===== src/design/fssd_pkg.sv =====
package fssd_pkg;

    localparam int unsigned BYTE_W    = 8;
    localparam int unsigned SEG_W     = 7;
    localparam int unsigned CFG_IDX_W = 8;

    localparam logic [CFG_IDX_W-1:0] REG_DIGIT_COUNT = 8'd0;
    localparam logic [CFG_IDX_W-1:0] REG_LANE_CODE   = 8'd1;

    localparam logic [BYTE_W-1:0] DIGIT_COUNT_RESET = 8'd4;
    localparam logic [BYTE_W-1:0] LANE_CODE_RESET   = 8'd108;

    localparam logic [BYTE_W-1:0] CHAR_H     = 8'h48;
    localparam logic [BYTE_W-1:0] CHAR_P     = 8'h50;
    localparam logic [BYTE_W-1:0] CHAR_R     = 8'h52;
    localparam logic [BYTE_W-1:0] CHAR_DASH  = 8'h2D;
    localparam logic [BYTE_W-1:0] CHAR_ZERO  = 8'h30;
    localparam logic [BYTE_W-1:0] CHAR_NINE  = 8'h39;

    localparam logic [SEG_W-1:0] SEG_H     = 7'h76;
    localparam logic [SEG_W-1:0] SEG_P     = 7'h73;
    localparam logic [SEG_W-1:0] SEG_R     = 7'h31;
    localparam logic [SEG_W-1:0] SEG_DASH  = 7'h40;
    localparam logic [SEG_W-1:0] SEG_BLANK = 7'h00;

    localparam logic [SEG_W-1:0] DIGIT_SEG [10] = '{
        7'h3F, 7'h06, 7'h5B, 7'h4F, 7'h66, 7'h6D, 7'h7C, 7'h07, 7'h7F, 7'h67
    };

    typedef struct packed {
        logic [BYTE_W-1:0] digit_count;
        logic [BYTE_W-1:0] lane_code;
    } fssd_cfg_t;

    typedef struct packed {
        logic             emit;
        logic             last;
        logic [SEG_W-1:0] pattern;
    } fssd_result_t;

    function automatic logic [SEG_W-1:0] seg_of(input logic [BYTE_W-1:0] c);
        logic [BYTE_W-1:0] offs;
        logic [SEG_W-1:0]  seg;
        offs = c - CHAR_ZERO;
        seg  = SEG_BLANK;
        if (c >= CHAR_ZERO && c <= CHAR_NINE)
        begin
            seg = DIGIT_SEG[offs[3:0]];
        end
        else if (c == CHAR_H)
        begin
            seg = SEG_H;
        end
        else if (c == CHAR_P)
        begin
            seg = SEG_P;
        end
        else if (c == CHAR_R)
        begin
            seg = SEG_R;
        end
        else if (c == CHAR_DASH)
        begin
            seg = SEG_DASH;
        end
        return seg;
    endfunction

endpackage


===== src/design/fssd_cfg_regs.sv =====
module fssd_cfg_regs
    import fssd_pkg::*;
(
    input  logic                 clk,
    input  logic                 rst_n,
    input  logic                 wr_en,
    input  logic [CFG_IDX_W-1:0] wr_index,
    input  logic [BYTE_W-1:0]    wr_data,
    output fssd_cfg_t            cfg
);

    fssd_cfg_t cfg_reg;
    fssd_cfg_t cfg_next;

    always_comb
    begin
        cfg_next = cfg_reg;
        if (wr_en)
        begin
            case (wr_index)
                REG_DIGIT_COUNT: cfg_next.digit_count = wr_data;
                REG_LANE_CODE:   cfg_next.lane_code   = wr_data;
                default:         cfg_next             = cfg_reg;
            endcase
        end
    end

    always_ff @(posedge clk or negedge rst_n)
    begin
        if (!rst_n)
        begin
            cfg_reg.digit_count <= DIGIT_COUNT_RESET;
            cfg_reg.lane_code   <= LANE_CODE_RESET;
        end
        else
        begin
            cfg_reg <= cfg_next;
        end
    end

    assign cfg = cfg_reg;

endmodule


===== src/design/fssd_frame_sync.sv =====
module fssd_frame_sync
    import fssd_pkg::*;
(
    input  logic              clk,
    input  logic              rst_n,
    input  logic              step,
    input  logic [BYTE_W-1:0] rx_byte,
    input  fssd_cfg_t         cfg,
    output fssd_result_t      res
);

    typedef enum logic [2:0] {
        ST_HUNT_H    = 3'd0,
        ST_HUNT_P    = 3'd1,
        ST_HUNT_R    = 3'd2,
        ST_HUNT_LANE = 3'd3,
        ST_PAYLOAD   = 3'd4
    } sync_state_t;

    sync_state_t       state_reg;
    sync_state_t       state_next;
    logic [BYTE_W-1:0] digits_reg;
    logic [BYTE_W-1:0] digits_next;
    logic [BYTE_W-1:0] digits_inc;
    logic              last;

    assign digits_inc = digits_reg + 1'b1;
    assign last       = (digits_inc == cfg.digit_count);

    always_comb
    begin
        state_next  = state_reg;
        digits_next = digits_reg;
        case (state_reg)
            ST_HUNT_H:    state_next = (rx_byte == CHAR_H) ? ST_HUNT_P : ST_HUNT_H;
            ST_HUNT_P:    state_next = (rx_byte == CHAR_P) ? ST_HUNT_R : ST_HUNT_H;
            ST_HUNT_R:    state_next = (rx_byte == CHAR_R) ? ST_HUNT_LANE : ST_HUNT_H;
            ST_HUNT_LANE: state_next = (rx_byte == cfg.lane_code) ? ST_PAYLOAD : ST_HUNT_H;
            ST_PAYLOAD:
            begin
                if (last)
                begin
                    state_next  = ST_HUNT_H;
                    digits_next = '0;
                end
                else
                begin
                    digits_next = digits_inc;
                end
            end
            default:      state_next = (rx_byte == CHAR_H) ? ST_HUNT_P : ST_HUNT_H;
        endcase
    end

    always_ff @(posedge clk or negedge rst_n)
    begin
        if (!rst_n)
        begin
            state_reg  <= ST_HUNT_H;
            digits_reg <= '0;
        end
        else if (step)
        begin
            state_reg  <= state_next;
            digits_reg <= digits_next;
        end
    end

    assign res.emit    = (state_reg == ST_PAYLOAD);
    assign res.last    = last;
    assign res.pattern = seg_of(rx_byte);

    a_count_only_in_payload: assert property (@(posedge clk) disable iff (!rst_n)
        (state_reg != ST_PAYLOAD) |-> (digits_reg == '0))
        else $error("digit counter nonzero outside payload");

    a_last_returns_to_hunt: assert property (@(posedge clk) disable iff (!rst_n)
        (step && res.emit && res.last) |=> (state_reg == ST_HUNT_H))
        else $error("frame end did not restart the header hunt");

    a_lane_match_enters_payload: assert property (@(posedge clk) disable iff (!rst_n)
        (step && state_reg == ST_HUNT_LANE && rx_byte == cfg.lane_code)
        |=> (state_reg == ST_PAYLOAD))
        else $error("header match did not enter payload");

endmodule


===== src/design/fssd_out_reg.sv =====
module fssd_out_reg
    import fssd_pkg::*;
(
    input  logic             clk,
    input  logic             rst_n,
    input  logic             load,
    input  fssd_result_t     res,
    input  logic             take,
    output logic             can_load,
    output logic             out_valid,
    output logic [SEG_W-1:0] out_pattern,
    output logic             out_last
);

    logic             valid_reg;
    logic             valid_next;
    logic [SEG_W-1:0] pattern_reg;
    logic             last_reg;

    assign can_load   = !valid_reg || take;
    assign valid_next = load ? 1'b1 : (take ? 1'b0 : valid_reg);

    always_ff @(posedge clk or negedge rst_n)
    begin
        if (!rst_n)
        begin
            valid_reg <= 1'b0;
        end
        else
        begin
            valid_reg <= valid_next;
        end
    end

    always_ff @(posedge clk)
    begin
        if (load)
        begin
            pattern_reg <= res.pattern;
            last_reg    <= res.last;
        end
    end

    assign out_valid   = valid_reg;
    assign out_pattern = pattern_reg;
    assign out_last    = last_reg;

endmodule


===== src/design/framed_seven_segment_decoder_unit.sv =====
// channel   dir  payload                                   transaction
// s_axis    in   tdata[7:0] rx_byte                        tvalid & tready
// m_axis    out  tdata[6:0] segment_pattern, tlast frame   tvalid & tready
// cfg       in   cfg_index (0 digit_count, 1 lane_code),   cfg_valid & cfg_ready
//                cfg_data[7:0]
//
// one byte per cycle sustained while m_axis is not stalled; a byte is held in
// the input register, then its pattern sits in the output register
// header bytes produce no output transaction
// rst_n clears the header hunt, the digit counter and both valid flags, and
// loads digit_count 4 and lane_code 'l'; cfg_ready is always high
// a stall on m_axis holds only payload bytes; header bytes still drain
module framed_seven_segment_decoder_unit
    import fssd_pkg::*;
(
    input  logic                 clk,
    input  logic                 rst_n,
    input  logic                 s_axis_tvalid,
    output logic                 s_axis_tready,
    input  logic [7:0]           s_axis_tdata,   // [7:0] rx_byte
    output logic                 m_axis_tvalid,
    input  logic                 m_axis_tready,
    output logic [7:0]           m_axis_tdata,   // [6:0] segment_pattern, [7] zero
    output logic                 m_axis_tlast,
    input  logic                 cfg_valid,
    output logic                 cfg_ready,
    input  logic [CFG_IDX_W-1:0] cfg_index,
    input  logic [7:0]           cfg_data
);

    fssd_cfg_t         cfg;
    fssd_result_t      res;
    logic              in_valid_reg;
    logic              in_valid_next;
    logic [BYTE_W-1:0] in_byte_reg;
    logic              in_accept;
    logic              step;
    logic              can_load;
    logic [SEG_W-1:0]  out_pattern;

    assign cfg_ready = 1'b1;

    fssd_cfg_regs u_cfg (
        .clk      (clk),
        .rst_n    (rst_n),
        .wr_en    (cfg_valid),
        .wr_index (cfg_index),
        .wr_data  (cfg_data),
        .cfg      (cfg)
    );

    assign step          = in_valid_reg && (!res.emit || can_load);
    assign s_axis_tready = !in_valid_reg || step;
    assign in_accept     = s_axis_tvalid && s_axis_tready;
    assign in_valid_next = in_accept ? 1'b1 : (step ? 1'b0 : in_valid_reg);

    always_ff @(posedge clk or negedge rst_n)
    begin
        if (!rst_n)
        begin
            in_valid_reg <= 1'b0;
        end
        else
        begin
            in_valid_reg <= in_valid_next;
        end
    end

    always_ff @(posedge clk)
    begin
        if (in_accept)
        begin
            in_byte_reg <= s_axis_tdata;
        end
    end

    fssd_frame_sync u_sync (
        .clk     (clk),
        .rst_n   (rst_n),
        .step    (step),
        .rx_byte (in_byte_reg),
        .cfg     (cfg),
        .res     (res)
    );

    fssd_out_reg u_out (
        .clk         (clk),
        .rst_n       (rst_n),
        .load        (step && res.emit),
        .res         (res),
        .take        (m_axis_tready),
        .can_load    (can_load),
        .out_valid   (m_axis_tvalid),
        .out_pattern (out_pattern),
        .out_last    (m_axis_tlast)
    );

    assign m_axis_tdata = {1'b0, out_pattern};

    a_empty_stage_ready: assert property (@(posedge clk) disable iff (!rst_n)
        !in_valid_reg |-> s_axis_tready)
        else $error("input stage empty but not ready");

    a_header_byte_drains: assert property (@(posedge clk) disable iff (!rst_n)
        (in_valid_reg && !res.emit) |-> step)
        else $error("header byte stalled");

endmodule


===== config.mk =====
export PLATFORM = sky130hd
export DESIGN_NAME = framed_seven_segment_decoder_unit
export DESIGN_NICKNAME = d
export VERILOG_FILES = /design/src/design/fssd_pkg.sv /design/src/design/fssd_cfg_regs.sv /design/src/design/fssd_frame_sync.sv /design/src/design/fssd_out_reg.sv /design/src/design/framed_seven_segment_decoder_unit.sv
export SDC_FILE = /design/constraint.sdc
export NUM_CORES = 1
export LEC_CHECK = 0
export BUFFER_PORTS_ARGS = -buffer_cell sky130_fd_sc_hd__buf_4
export CORE_MARGIN = 3
export CORE_UTILIZATION = 30
export CTS_BUF_LIST = sky130_fd_sc_hd__clkbuf_8
export DETAILED_ROUTE_END_ITERATION = 7
export MAX_ROUTING_LAYER = met4
export SYNTH_ARGS = -nofsm -noshare
export SYNTH_HDL_FRONTEND = slang
export SYNTH_SLANG_ARGS = --single-unit

===== constraint.sdc =====
create_clock -name clk -period 1.8 [get_ports clk]
set_input_delay 0.09 -clock clk [delete_from_list [all_inputs] [get_ports clk]]
set_output_delay 0.09 -clock clk [all_outputs]
set_load 0.01 [all_outputs]

# Yosys cells after proc, flatten, opt, wreduce, memory -nomap -nowiden
# Memory sizes are Yosys's and may differ from the RTL's.
# Index checks and enable logic that the tools add are counted.
classes:
  addsub: 2
  order_cmp: 3
  eq_ne: 12
  mux: 18
  n_bitwise: 1
  n_reduce_logical: 17
op_table:
  columns: ["cell", "n"]
  rows:
  - ["$mux 7", 7]
  - ["$eq 8x7->1 const B", 3]
  - ["$eq 8x8->1", 2]
  - ["$pmux 3 s4", 1]
  - ["$add 8x1->8 const B", 1]
  - ["$eq 8x1->1 const B", 1]
  - ["$eq 8x6->1 const B", 1]
  - ["$ge 8x6->1 const B", 1]
  - ["$le 8x6->1 const B", 1]
  - ["$logic_not 8->1", 1]
  - ["$mux 8", 1]
  - ["$reduce_and 2->1", 4]
  - ["$eq 3x2->1 const B", 2]
  - ["$mux 3", 2]
  - ["$ge 5x5->1 const B", 1]
  - ["$mux 1", 5]
  - ["$not 4->5", 1]
  - ["$logic_and 1x1->1", 4]
  - ["$mux 2", 2]
  - ["$reduce_bool 2->1", 2]
  - ["$sub 4x1->4 const B", 1]
  - ["$eq 3x1->1 const B", 1]
  - ["$eq 3x3->1 const B", 1]
  - ["$logic_not 1->1", 3]
  - ["2 further kinds", 4]
word_totals:
  register_bits: 45
  mem_bits_ro: 112
  output_inout_bits: 12
  memories: 1
mem_list:
  columns: ["name", "words", "word_bits", "read_ports", "rd_clocked_by_memory_dff", "write_ports", "line", "rtl"]
  rows:
  - ["(no name shown)", 16, 7, 1, 0, 0, "fssd_pkg.sv:48", "seg = DIGIT_SEG[offs[3:0]];"]

# Longest topological paths before layout
# Gate-level depths: netlist (run 1).
depth:
  word_depth: 7
  mapped_depth: 8

# Cells and area by module
# Synthesis (run 1) repeated with hierarchy kept, for this count alone.
hier_totals:
  hier_cells: 228
  area_unflattened_um2: 2504.9
modules_own_cells:
  columns: ["module", "n_inst", "cells_per_inst", "area_per_inst_um2"]
  rows:
  - ["fssd_frame_sync", 1, 160, 1209.9]
  - ["fssd_cfg_regs", 1, 38, 665.6]
  - ["framed_seven_segment_decoder_unit", 1, 19, 341.6]
  - ["fssd_out_reg", 1, 11, 287.8]

# Worst setup path before layout (run 1)
# Ideal clock, no wire load.
synth_timing:
  kind: "register to register"
  start: "reg u_sync.digits_reg[0]"
  end: "reg u_sync.digits_reg[1]"
  setup_ns: 0.139
  arrival_ns: 1.745
  setup_slack_ns: -0.084
  stages_incl_launch_ff: 8
  path_buffers: 1
  period_less_slack_ns: 1.884
  cell_sequence: "dfrtp_1 ha_1 and3_1 buf_6 xnor2_1 nand4_2 nor4_4 nor3_1"
synth_between:
  elab_chain_len: 3
synth_lines:
  columns: ["item", "line", "rtl"]
  rows:
  - ["start: declaration", "fssd_frame_sync.sv:22", "logic [BYTE_W-1:0] digits_reg;"]
  - ["start signal: assignment", "fssd_frame_sync.sv:65", "digits_reg <= digits_next;"]
  - ["$add 8x1->8 (*)", "fssd_frame_sync.sv:27", "assign digits_inc = digits_reg + 1'b1;"]
  - ["$eq 8x8->1", "fssd_frame_sync.sv:28", "assign last = (digits_inc == cfg.digit_count);"]
  - ["$mux 8 (*)", "fssd_frame_sync.sv:41", "if (last)"]
# Mark *: on every way between the ends. The rest lies on a longest branch, timed or not.
# A chain may end at the register's enable or synchronous reset.

# Final worst setup path (run 1)
layout_timing:
  start: "reg u_sync.digits_reg[0]"
  end: "reg u_sync.digits_reg[3]"
# Same word-level chain as after synthesis.

==> results of run 1 <==
-- repair_timing --
item / CTS / global route
endpoints found under the hold margin: 32 / 0
pin swaps: 0 / 1
gates resized for setup: 1 / 10
setup endpoints to repair: 2 / 14
hold buffers: 9 / 0
setup buffers: 0 / 1
-- logic make-up (layout without fill, tap and decap cells) --
kind of cell    after synthesis  count (layout)  synth area share [%]
simple gates                 90              90                  21.3
flops                        45              45                  49.9
compound gates               31              31                  7.41
xor+xnor                     19              19                  6.85
mux                          16              16                  7.41
buf+inv                      16              79                  3.29
fa+ha+maj                     7               7                  3.60
other cells                   2               2                 0.309
-- power breakdown --
group	total [W]	internal, W	switching, W
clock	0.000579	0.000261	0.000317
combinational	0.000646	0.000332	0.000314
sequential	0.00125	0.00117	0.0000823
total	0.00248	0.00177	0.000714
-- placed cells by master, fill, tap and decap left out, types with 6 or more instances in the layout --
| cell type | instances |
|---|---|
| sky130_fd_sc_hd__a21oi_1 | 10 |
| sky130_fd_sc_hd__buf_4 | 55 |
| sky130_fd_sc_hd__dfrtp_1 | 24 |
| sky130_fd_sc_hd__dlygate4sd3_1 | 9 |
| sky130_fd_sc_hd__edfxtp_1 | 16 |
| sky130_fd_sc_hd__ha_1 | 6 |
| sky130_fd_sc_hd__inv_1 | 8 |
| sky130_fd_sc_hd__mux2_2 | 16 |
| sky130_fd_sc_hd__nand2_1 | 16 |
| sky130_fd_sc_hd__nand3_1 | 7 |
| sky130_fd_sc_hd__nor2_1 | 13 |
| sky130_fd_sc_hd__nor2b_1 | 9 |
| sky130_fd_sc_hd__nor3_1 | 13 |
| sky130_fd_sc_hd__o21ai_0 | 9 |
| sky130_fd_sc_hd__xnor2_1 | 11 |
| sky130_fd_sc_hd__xor2_1 | 6 |
-- synth_stat cells, types with 2 or more instances --
master	number	area, sq um
sky130_fd_sc_hd__nor3b_1	2	15.0
sky130_fd_sc_hd__nor3_1	13	65.1
sky130_fd_sc_hd__conb_1	2	7.51
sky130_fd_sc_hd__and3_1	6	37.5
sky130_fd_sc_hd__nand2b_1	5	31.3
sky130_fd_sc_hd__nor2b_1	9	56.3
sky130_fd_sc_hd__a21oi_1	10	50.1
sky130_fd_sc_hd__edfxtp_1	16	480
sky130_fd_sc_hd__dfrtp_1	24	601
sky130_fd_sc_hd__ha_1	7	87.6
sky130_fd_sc_hd__o31ai_1	2	15.0
sky130_fd_sc_hd__nand2_1	17	63.8
sky130_fd_sc_hd__buf_2	4	20.0
sky130_fd_sc_hd__nand3_1	8	40.0
sky130_fd_sc_hd__xnor2_1	13	114
sky130_fd_sc_hd__o22ai_1	3	18.8
sky130_fd_sc_hd__nor4_1	3	18.8
sky130_fd_sc_hd__clkbuf_1	3	11.3
sky130_fd_sc_hd__o21ai_0	10	50.1
sky130_fd_sc_hd__xor2_1	6	52.6
sky130_fd_sc_hd__inv_1	6	22.5
sky130_fd_sc_hd__nor2_1	13	48.8
sky130_fd_sc_hd__dfstp_2	5	131
sky130_fd_sc_hd__nand4_1	3	18.8
sky130_fd_sc_hd__buf_4	2	15.0
sky130_fd_sc_hd__mux2_2	16	180
-- path summary, 6_finish.rpt --
| path | start | endpoint | slack [ns] |
|---|---|---|---|
| min reg2reg | u_cfg.cfg[8]$_DFFE_PN0P_ | u_cfg.cfg[8]$_DFFE_PN0P_ | 0.53 |
| min | s_axis_tvalid | in_valid_reg$_DFFE_PN0P_ | 0.03 |
| max in group asynchronous | rst_n | u_cfg.cfg[6]$_DFFE_PN1P_ | 1.22 |
| min in group asynchronous | rst_n | u_sync.digits_reg[6]$_DFFE_PN0P_ | 0.25 |
| max reg2reg | u_sync.digits_reg[0]$_DFFE_PN0P_ | u_sync.digits_reg[3]$_DFFE_PN0P_ | 0.10 |
| max | u_sync.digits_reg[0]$_DFFE_PN0P_ | u_sync.digits_reg[3]$_DFFE_PN0P_ | 0.10 |
-- worst reg2reg max path, stage by stage, from the launching register on --
cell and delay, ns:
sky130_fd_sc_hd__dfrtp_1 0.41, sky130_fd_sc_hd__ha_2 0.20, sky130_fd_sc_hd__and3_4 0.21, sky130_fd_sc_hd__a31o_2 0.18
sky130_fd_sc_hd__nand4_4 0.10, sky130_fd_sc_hd__nor4_4 0.28, sky130_fd_sc_hd__buf_6 0.16, sky130_fd_sc_hd__nor3_1 0.05
-- per-stage QoR --
step | hold slack (ns) | instance area (sq um)
floorplan | -0.206 | 2440
global placement | 0.0355 | 2920
detailed placement | 0.0347 | 2920
CTS | 0.0180 | 3100
global route | 0.0296 | 3140
finish | 0.0261 | 3140
-- per-layer routing --
metal | share of wire, % | up-vias | wire (microns)
met1 | 48 | 871 | 2370
met3 | 5.2 | 8 | 259
li1 | - | 923 | -
met5 | 0 | - | 0
met2 | 45 | 52 | 2220
met4 | 1.9 | 0 | 95
-- final cells by class --
type,count,area [sq um]
multi-input combinational,165,1180
sequential,45,1210
inverter,6,22.5
timing repair buffer,65,514
clock inverter,3,12.5
fill,777,4670
clock buffer,5,68.8
tap,102,128
==> report_table.html, run 1 <==
<table>
<tr><th>Metric</th><th>Value</th></tr>
<tr><th colspan="2">Critical path</th></tr>
<tr><td>Launching element type of the critical path</td><td>flop</td></tr>
<tr><td>Family with the most delay on the worst path</td><td>simple AND/OR/NAND/NOR gates</td></tr>
<tr><td>Worst path arrival time</td><td>1.89 ns</td></tr>
<tr><td>Category of the worst setup path capture point</td><td>flop</td></tr>
<tr><td>Worst r2r path cells</td><td>7</td></tr>
<tr><td>CP required</td><td>1.99 ns</td></tr>
<tr><td>Critical path peak fanout</td><td>7</td></tr>
<tr><td>Cell at the slowest stage of the critical path</td><td>sky130_fd_sc_hd__dfrtp_1</td></tr>
<tr><td>Critical Path, Cell by Cell</td><td>ha_2 &gt; and3_4 &gt; a31o_2 &gt; nand4_4 &gt; nor4_4 &gt; buf_6 &gt; nor3_1</td></tr>
<tr><td>Total number of cells along the worst setup path</td><td>7</td></tr>
<tr><td>Class of the most critical setup path</td><td>reg -&gt; reg</td></tr>
<tr><td>Max stage delay on crit path</td><td>0.41 ns</td></tr>
<tr><td>Buffer and inverter count on the worst path</td><td>1</td></tr>
<tr><th colspan="2">Synthesis</th></tr>
<tr><td>Main synth FF type</td><td>sky130_fd_sc_hd__dfrtp_1</td></tr>
<tr><td>Number of enable flip-flop cells after synthesis</td><td>16</td></tr>
<tr><td>Share of the yosys chip area belonging to registers</td><td>49.9%</td></tr>
<tr><td>Number of instances in the synthesized netlist</td><td>226</td></tr>
<tr><td>Synthesis warning total</td><td>0</td></tr>
<tr><td>Cell variety after synth</td><td>44</td></tr>
<tr><td>Asr flop ratio synth</td><td>64.4%</td></tr>
<tr><td>Synth Cell Area</td><td>0.00243 sq mm</td></tr>
<tr><td>Mean post-synth cell area</td><td>10.8 sq um</td></tr>
<tr><td>#FFs+latches synth</td><td>45</td></tr>
<tr><td>Number of nets in the synthesized netlist</td><td>262</td></tr>
<tr><th colspan="2">Pwr</th></tr>
<tr><td>Final Total Pwr</td><td>0.00248 W</td></tr>
<tr><td>Largest voltage drop on the vdd net</td><td>0.000256 V</td></tr>
<tr><td>Total leakage power</td><td>1.38 nW</td></tr>
<tr><td>Power density normalized to cell area</td><td>791 mW/mm^2</td></tr>
<tr><th colspan="2">Floorplanning</th></tr>
<tr><td>Width of the chip</td><td>96.0 microns</td></tr>
<tr><td>I/O Pins</td><td>41</td></tr>
<tr><td>Standard cell core area</td><td>0.00781 sq mm</td></tr>
<tr><td>Num rows</td><td>32</td></tr>
<tr><td>Starting utilization of the core area</td><td>31.1%</td></tr>
<tr><td>Die Area</td><td>0.00922 sq mm</td></tr>
<tr><td>DIE HEIGHT</td><td>96.0 microns</td></tr>
<tr><th colspan="2">Layout</th></tr>
<tr><td>Cell Count, Final, Fillers Out</td><td>391</td></tr>
<tr><td>Finished Core Util</td><td>40.2%</td></tr>
<tr><td>Fraction of final layout cells sized beyond drive strength 1</td><td>33.2%</td></tr>
<tr><td>Flip-flop count of the largest register, all copies and words added</td><td>16</td></tr>
<tr><td>Number of inserted diodes</td><td>0</td></tr>
<tr><td>Final Net Count</td><td>324</td></tr>
<tr><td>Layout area overhead</td><td>29.0%</td></tr>
<tr><th colspan="2">Global routing</th></tr>
<tr><td>Overflow left after global routing</td><td>0</td></tr>
<tr><td>Global Route met2 Usage</td><td>17.5%</td></tr>
<tr><td>GR Layer Usage met3</td><td>2.58%</td></tr>
<tr><td>Pin count of the biggest net entering global routing</td><td>30</td></tr>
<tr><td>All-layer global routing usage</td><td>12.0%</td></tr>
<tr><td>Met1 Resource Use GR</td><td>16.6%</td></tr>
<tr><td>Global-route wire length before repair</td><td>8420 microns</td></tr>
<tr><td>Vias in the first global route</td><td>1798</td></tr>
<tr><td>Most congested layer reported by global routing</td><td>met2</td></tr>
<tr><td>Initial antenna violation count</td><td>0</td></tr>
<tr><th colspan="2">Hold path</th></tr>
<tr><td>Worst Hold Class</td><td>in -&gt; reg</td></tr>
<tr><td>Number of stages on the worst hold path</td><td>2</td></tr>
<tr><th colspan="2">Timing</th></tr>
<tr><td>Highest Clock Rate</td><td>588 MHz</td></tr>
<tr><td>Setup violation total in the final timing report</td><td>0</td></tr>
<tr><td>Setup Total Neg Slack</td><td>0 ns</td></tr>
<tr><td>Final period demand of the worst path</td><td>1.70 ns</td></tr>
<tr><td>Final clock period utilization by the worst path</td><td>94.4%</td></tr>
<tr><td>Hold violation total from the final report</td><td>0</td></tr>
<tr><td>Final Slew Violations</td><td>0</td></tr>
<tr><td>Worst-case setup margin in the final layout</td><td>0.101 ns</td></tr>
<tr><td>RSZ-0062 raised after global routing</td><td>no</td></tr>
<tr><td>Skew final</td><td>0.0142 ns</td></tr>
<tr><th colspan="2">Clocking</th></tr>
<tr><td>Buffer levels on the longest clock path</td><td>2</td></tr>
<tr><td>Clock tree sinks</td><td>45</td></tr>
<tr><td>Clock-pin transition on the worst setup and hold timing paths</td><td>0.09 ns</td></tr>
<tr><td>Clock tree root buffer cell</td><td>sky130_fd_sc_hd__clkbuf_8</td></tr>
<tr><td>CTS HTree Levels</td><td>2</td></tr>
<tr><td>Clock tree from TritonCTS</td><td>yes</td></tr>
<tr><td>Number of buffers inserted during clock tree synthesis</td><td>5</td></tr>
<tr><td>Clk_lat worst skew</td><td>0.29 ns</td></tr>
<tr><th colspan="2">Detailed routing</th></tr>
<tr><td>Vias per Instance</td><td>4.74</td></tr>
<tr><td>Number of violations reported at the end of detailed-routing iteration 0</td><td>150</td></tr>
<tr><td>ANT nets after route</td><td>0</td></tr>
<tr><td>Residual DRC</td><td>0</td></tr>
<tr><td>Total number of vias</td><td>1854</td></tr>
<tr><td>Routed length per instance</td><td>12.6 microns</td></tr>
<tr><td>Routed WL</td><td>4950 microns</td></tr>
<tr><td>First-pass DRT Iterations</td><td>4</td></tr>
<tr><th colspan="2">Placed design</th></tr>
<tr><td>Number of buffers added on ports</td><td>38</td></tr>
<tr><td>Final Wtd Congestion</td><td>0.820</td></tr>
<tr><td>Worst slack at placement</td><td>0.0207 ns</td></tr>
<tr><td>Total placed cells including tap cells</td><td>373</td></tr>
<tr><td>Final HPWL from detailed placement</td><td>3810 microns</td></tr>
<tr><th colspan="2">Run status</th></tr>
<tr><td>Status</td><td>finished clean</td></tr>
<tr><th colspan="2">Job</th></tr>
<tr><td>Number of max-cap violations</td><td>0</td></tr>
</table>
Note: power is estimated with default switching activity, not from simulation.
==> run 2, diff against run 1 <==
--- a/config.mk
+++ b/config.mk
@@ -8,7 +8,6 @@
 export BUFFER_PORTS_ARGS = -buffer_cell sky130_fd_sc_hd__buf_4
 export CORE_MARGIN = 3
 export CORE_UTILIZATION = 30
-export CTS_BUF_LIST = sky130_fd_sc_hd__clkbuf_8
 export DETAILED_ROUTE_END_ITERATION = 7
 export MAX_ROUTING_LAYER = met4
 export SYNTH_ARGS = -nofsm -noshare
==> run 2 against run 1 <==
Sequential power is essentially flat. Largest cell class unchanged. Clock skew fell by 0.00067 ns. Critical path type unchanged. Register-to-register slack hardly changed.
==> report_table.html, run 2 (synthesis gave the netlist of run 1 again) <==
<table>
<tr><th>Metric</th><th>Value</th></tr>
<tr><th colspan="2">Run status</th></tr>
<tr><td>Status</td><td>finished clean</td></tr>
<tr><th colspan="2">Hold path</th></tr>
<tr><td>Worst Hold Class</td><td>in -&gt; reg</td></tr>
<tr><th colspan="2">Global routing</th></tr>
<tr><td>Pin count of the biggest net entering global routing</td><td>30</td></tr>
<tr><td>Initial antenna violation count</td><td>0</td></tr>
<tr><td>Overflow left after global routing</td><td>0</td></tr>
<tr><td>All-layer global routing usage</td><td>12.0%</td></tr>
<tr><td>Vias in the first global route</td><td>1798</td></tr>
<tr><td>Global-route wire length before repair</td><td>8420 microns</td></tr>
<tr><th colspan="2">Pwr</th></tr>
<tr><td>Sw frac</td><td>28.6%</td></tr>
<tr><td>Portion of total power attributed to combinational logic</td><td>26.0%</td></tr>
<tr><td>Reg power frac</td><td>50.4%</td></tr>
<tr><td>Design internal power</td><td>0.00178 W</td></tr>
<tr><td>Power density normalized to cell area</td><td>794 mW/mm^2</td></tr>
<tr><td>Largest voltage drop on the vdd net</td><td>0.000259 V</td></tr>
<tr><td>Share of total power in the clock network</td><td>23.6%</td></tr>
<tr><td>Total leakage power</td><td>1.37 nW</td></tr>
<tr><td>Total net switching power</td><td>0.000712 W</td></tr>
<tr><th colspan="2">Placed design</th></tr>
<tr><td>Worst slack at placement</td><td>0.0207 ns</td></tr>
<tr><td>Number of buffers added on ports</td><td>38</td></tr>
<tr><td>Final Wtd Congestion</td><td>0.820</td></tr>
<tr><td>Final HPWL from detailed placement</td><td>3810 microns</td></tr>
<tr><th colspan="2">Layout</th></tr>
<tr><td>Layout area overhead</td><td>29.0%</td></tr>
<tr><td>Commonest non-fill, non-tap cell in the layout</td><td>sky130_fd_sc_hd__buf_4</td></tr>
<tr><td>Flip-flop count of the largest register, all copies and words added</td><td>16</td></tr>
<tr><td>Fraction of final layout cells sized beyond drive strength 1</td><td>33.2%</td></tr>
<tr><td>Final Net Count</td><td>324</td></tr>
<tr><td>Commonest cells after routing, fill and taps aside</td><td>sky130_fd_sc_hd__buf_4, sky130_fd_sc_hd__dfrtp_1, sky130_fd_sc_hd__nand2_1, sky130_fd_sc_hd__mux2_2, sky130_fd_sc_hd__edfxtp_1</td></tr>
<tr><td>Number of inserted diodes</td><td>0</td></tr>
<tr><td>Fill cells</td><td>777</td></tr>
<tr><th colspan="2">Detailed routing</th></tr>
<tr><td>Vias per Instance</td><td>4.74</td></tr>
<tr><td>Routed WL</td><td>4940 microns</td></tr>
<tr><td>ANT nets after route</td><td>0</td></tr>
<tr><td>Total number of vias</td><td>1853</td></tr>
<tr><td>Number of violations reported at the end of detailed-routing iteration 0</td><td>155</td></tr>
<tr><td>First-pass DRT Iterations</td><td>4</td></tr>
<tr><td>Residual DRC</td><td>0</td></tr>
<tr><td>Routed length per instance</td><td>12.6 microns</td></tr>
<tr><th colspan="2">Clocking</th></tr>
<tr><td>Clock tree root buffer cell</td><td>sky130_fd_sc_hd__clkbuf_8</td></tr>
<tr><td>CTS HTree Levels</td><td>2</td></tr>
<tr><td>Buffer levels on the longest clock path</td><td>2</td></tr>
<tr><td>Number of buffers inserted during clock tree synthesis</td><td>5</td></tr>
<tr><td>Clock tree from TritonCTS</td><td>yes</td></tr>
<tr><td>Clock tree sinks</td><td>45</td></tr>
<tr><td>Clock-pin transition on the worst setup and hold timing paths</td><td>0.09 ns</td></tr>
<tr><td>Clk_lat worst skew</td><td>0.29 ns</td></tr>
<tr><th colspan="2">Timing</th></tr>
<tr><td>Hold violation total from the final report</td><td>0</td></tr>
<tr><td>Skew final</td><td>0.0135 ns</td></tr>
<tr><td>Setup violation total in the final timing report</td><td>0</td></tr>
<tr><td>Final clock period utilization by the worst path</td><td>94.3%</td></tr>
<tr><td>Final period demand of the worst path</td><td>1.70 ns</td></tr>
<tr><td>Setup Total Neg Slack</td><td>0 ns</td></tr>
<tr><td>Worst-case setup margin in the final layout</td><td>0.102 ns</td></tr>
<tr><td>Highest Clock Rate</td><td>589 MHz</td></tr>
<tr><td>RSZ-0062 raised after global routing</td><td>no</td></tr>
<tr><td>Final Slew Violations</td><td>0</td></tr>
<tr><th colspan="2">Floorplanning</th></tr>
<tr><td>I/O Pins</td><td>41</td></tr>
<tr><td>Starting utilization of the core area</td><td>31.1%</td></tr>
<tr><td>DIE HEIGHT</td><td>96.0 microns</td></tr>
<tr><td>Width of the chip</td><td>96.0 microns</td></tr>
<tr><td>Num rows</td><td>32</td></tr>
<tr><td>Standard cell core area</td><td>0.00781 sq mm</td></tr>
<tr><td>Die Area</td><td>0.00922 sq mm</td></tr>
<tr><th colspan="2">Critical path</th></tr>
<tr><td>Critical path peak fanout</td><td>7</td></tr>
<tr><td>Launching element type of the critical path</td><td>flop</td></tr>
<tr><td>Class of the most critical setup path</td><td>reg -&gt; reg</td></tr>
<tr><td>Worst path arrival time</td><td>1.89 ns</td></tr>
<tr><td>CP required</td><td>1.99 ns</td></tr>
<tr><td>Category of the worst setup path capture point</td><td>flop</td></tr>
<tr><th colspan="2">Job</th></tr>
<tr><td>Number of max-cap violations</td><td>0</td></tr>
</table>
==> run 2: path summary, 6_finish.rpt <==
kind	from	endpoint	slack, ns	cells past startpoint
max in group asynchronous	rst_n	u_cfg.cfg[6]$_DFFE_PN1P_	1.22	2
min in group asynchronous	rst_n	u_sync.digits_reg[6]$_DFFE_PN0P_	0.25	2
worst min register to register	u_cfg.cfg[8]$_DFFE_PN0P_	u_cfg.cfg[8]$_DFFE_PN0P_	0.53	1
worst min-delay path	s_axis_tvalid	in_valid_reg$_DFFE_PN0P_	0.03	2
worst max-delay path	u_sync.digits_reg[0]$_DFFE_PN0P_	u_sync.digits_reg[3]$_DFFE_PN0P_	0.10	7
worst max register to register	u_sync.digits_reg[0]$_DFFE_PN0P_	u_sync.digits_reg[3]$_DFFE_PN0P_	0.10	7
==> run 2: stage by stage <==
step                      util (%)  hold slack [ns]  std cells  total power [W]  instance area, sq um
final                         40.2           0.0261        391          0.00249                  3140
after global routing          40.2           0.0296        391          0.00264                  3140
after CTS                     39.7           0.0180        390          0.00249                  3100
after detailed placement      37.5           0.0347        373          0.00187                  2920
after global placement        37.5           0.0355        373          0.00185                  2920
after floorplan                  -           -0.206        226          0.00162                  2440
==> run 2: cell type report <==
| cell class | count | area, sq um | share of cell area, % |
|---|---|---|---|
| flip-flops and latches | 45 | 1210 | 38.7 |
| multi-input cells | 165 | 1180 | 37.5 |
| repair buffers | 65 | 514 | 16.4 |
| well taps | 102 | 128 | 4.07 |
| clock buffers | 7 | 76.3 | 2.43 |
| inverters | 6 | 22.5 | 0.718 |
| clock inverters | 1 | 5.00 | 0.160 |
==> run 2: what timing repair did <==
action,CTS,global route
gates resized for setup,1,10
pin swaps,0,1
setup endpoints to repair,2,14
buffers inserted,0,1
hold endpoints to repair,32,0
hold buffers,9,0
==> run 2: metal layers <==
metal | up-vias | global-route usage (%) | wire length [microns]
met3 | 8 | 2.58 | 255
met2 | 50 | 17.5 | 2220
li1 | 923 | - | -
met1 | 872 | 16.6 | 2370
met5 | - | - | 0
met4 | 0 | 3.91 | 95
==> run 2: critical path, cell delays in order, from the launching register on <==
cell and delay (ns):
sky130_fd_sc_hd__dfrtp_1 0.41, sky130_fd_sc_hd__ha_2 0.20, sky130_fd_sc_hd__and3_4 0.21, sky130_fd_sc_hd__a31o_2 0.18, sky130_fd_sc_hd__nand4_4 0.10, sky130_fd_sc_hd__nor4_4 0.28
sky130_fd_sc_hd__buf_6 0.16, sky130_fd_sc_hd__nor3_1 0.05
==> run 2: power by group through the flow <==
stage,Sequential [W],Clock [W],Combinational (W)
final,0.00125,0.000588,0.000646
after global routing,0.00127,0.000658,0.000715
after floorplan,0.00128,0,0.000344
after CTS,0.00125,0.000608,0.000625
after global placement,0.00127,0,0.000587
after detailed placement,0.00127,0,0.000593
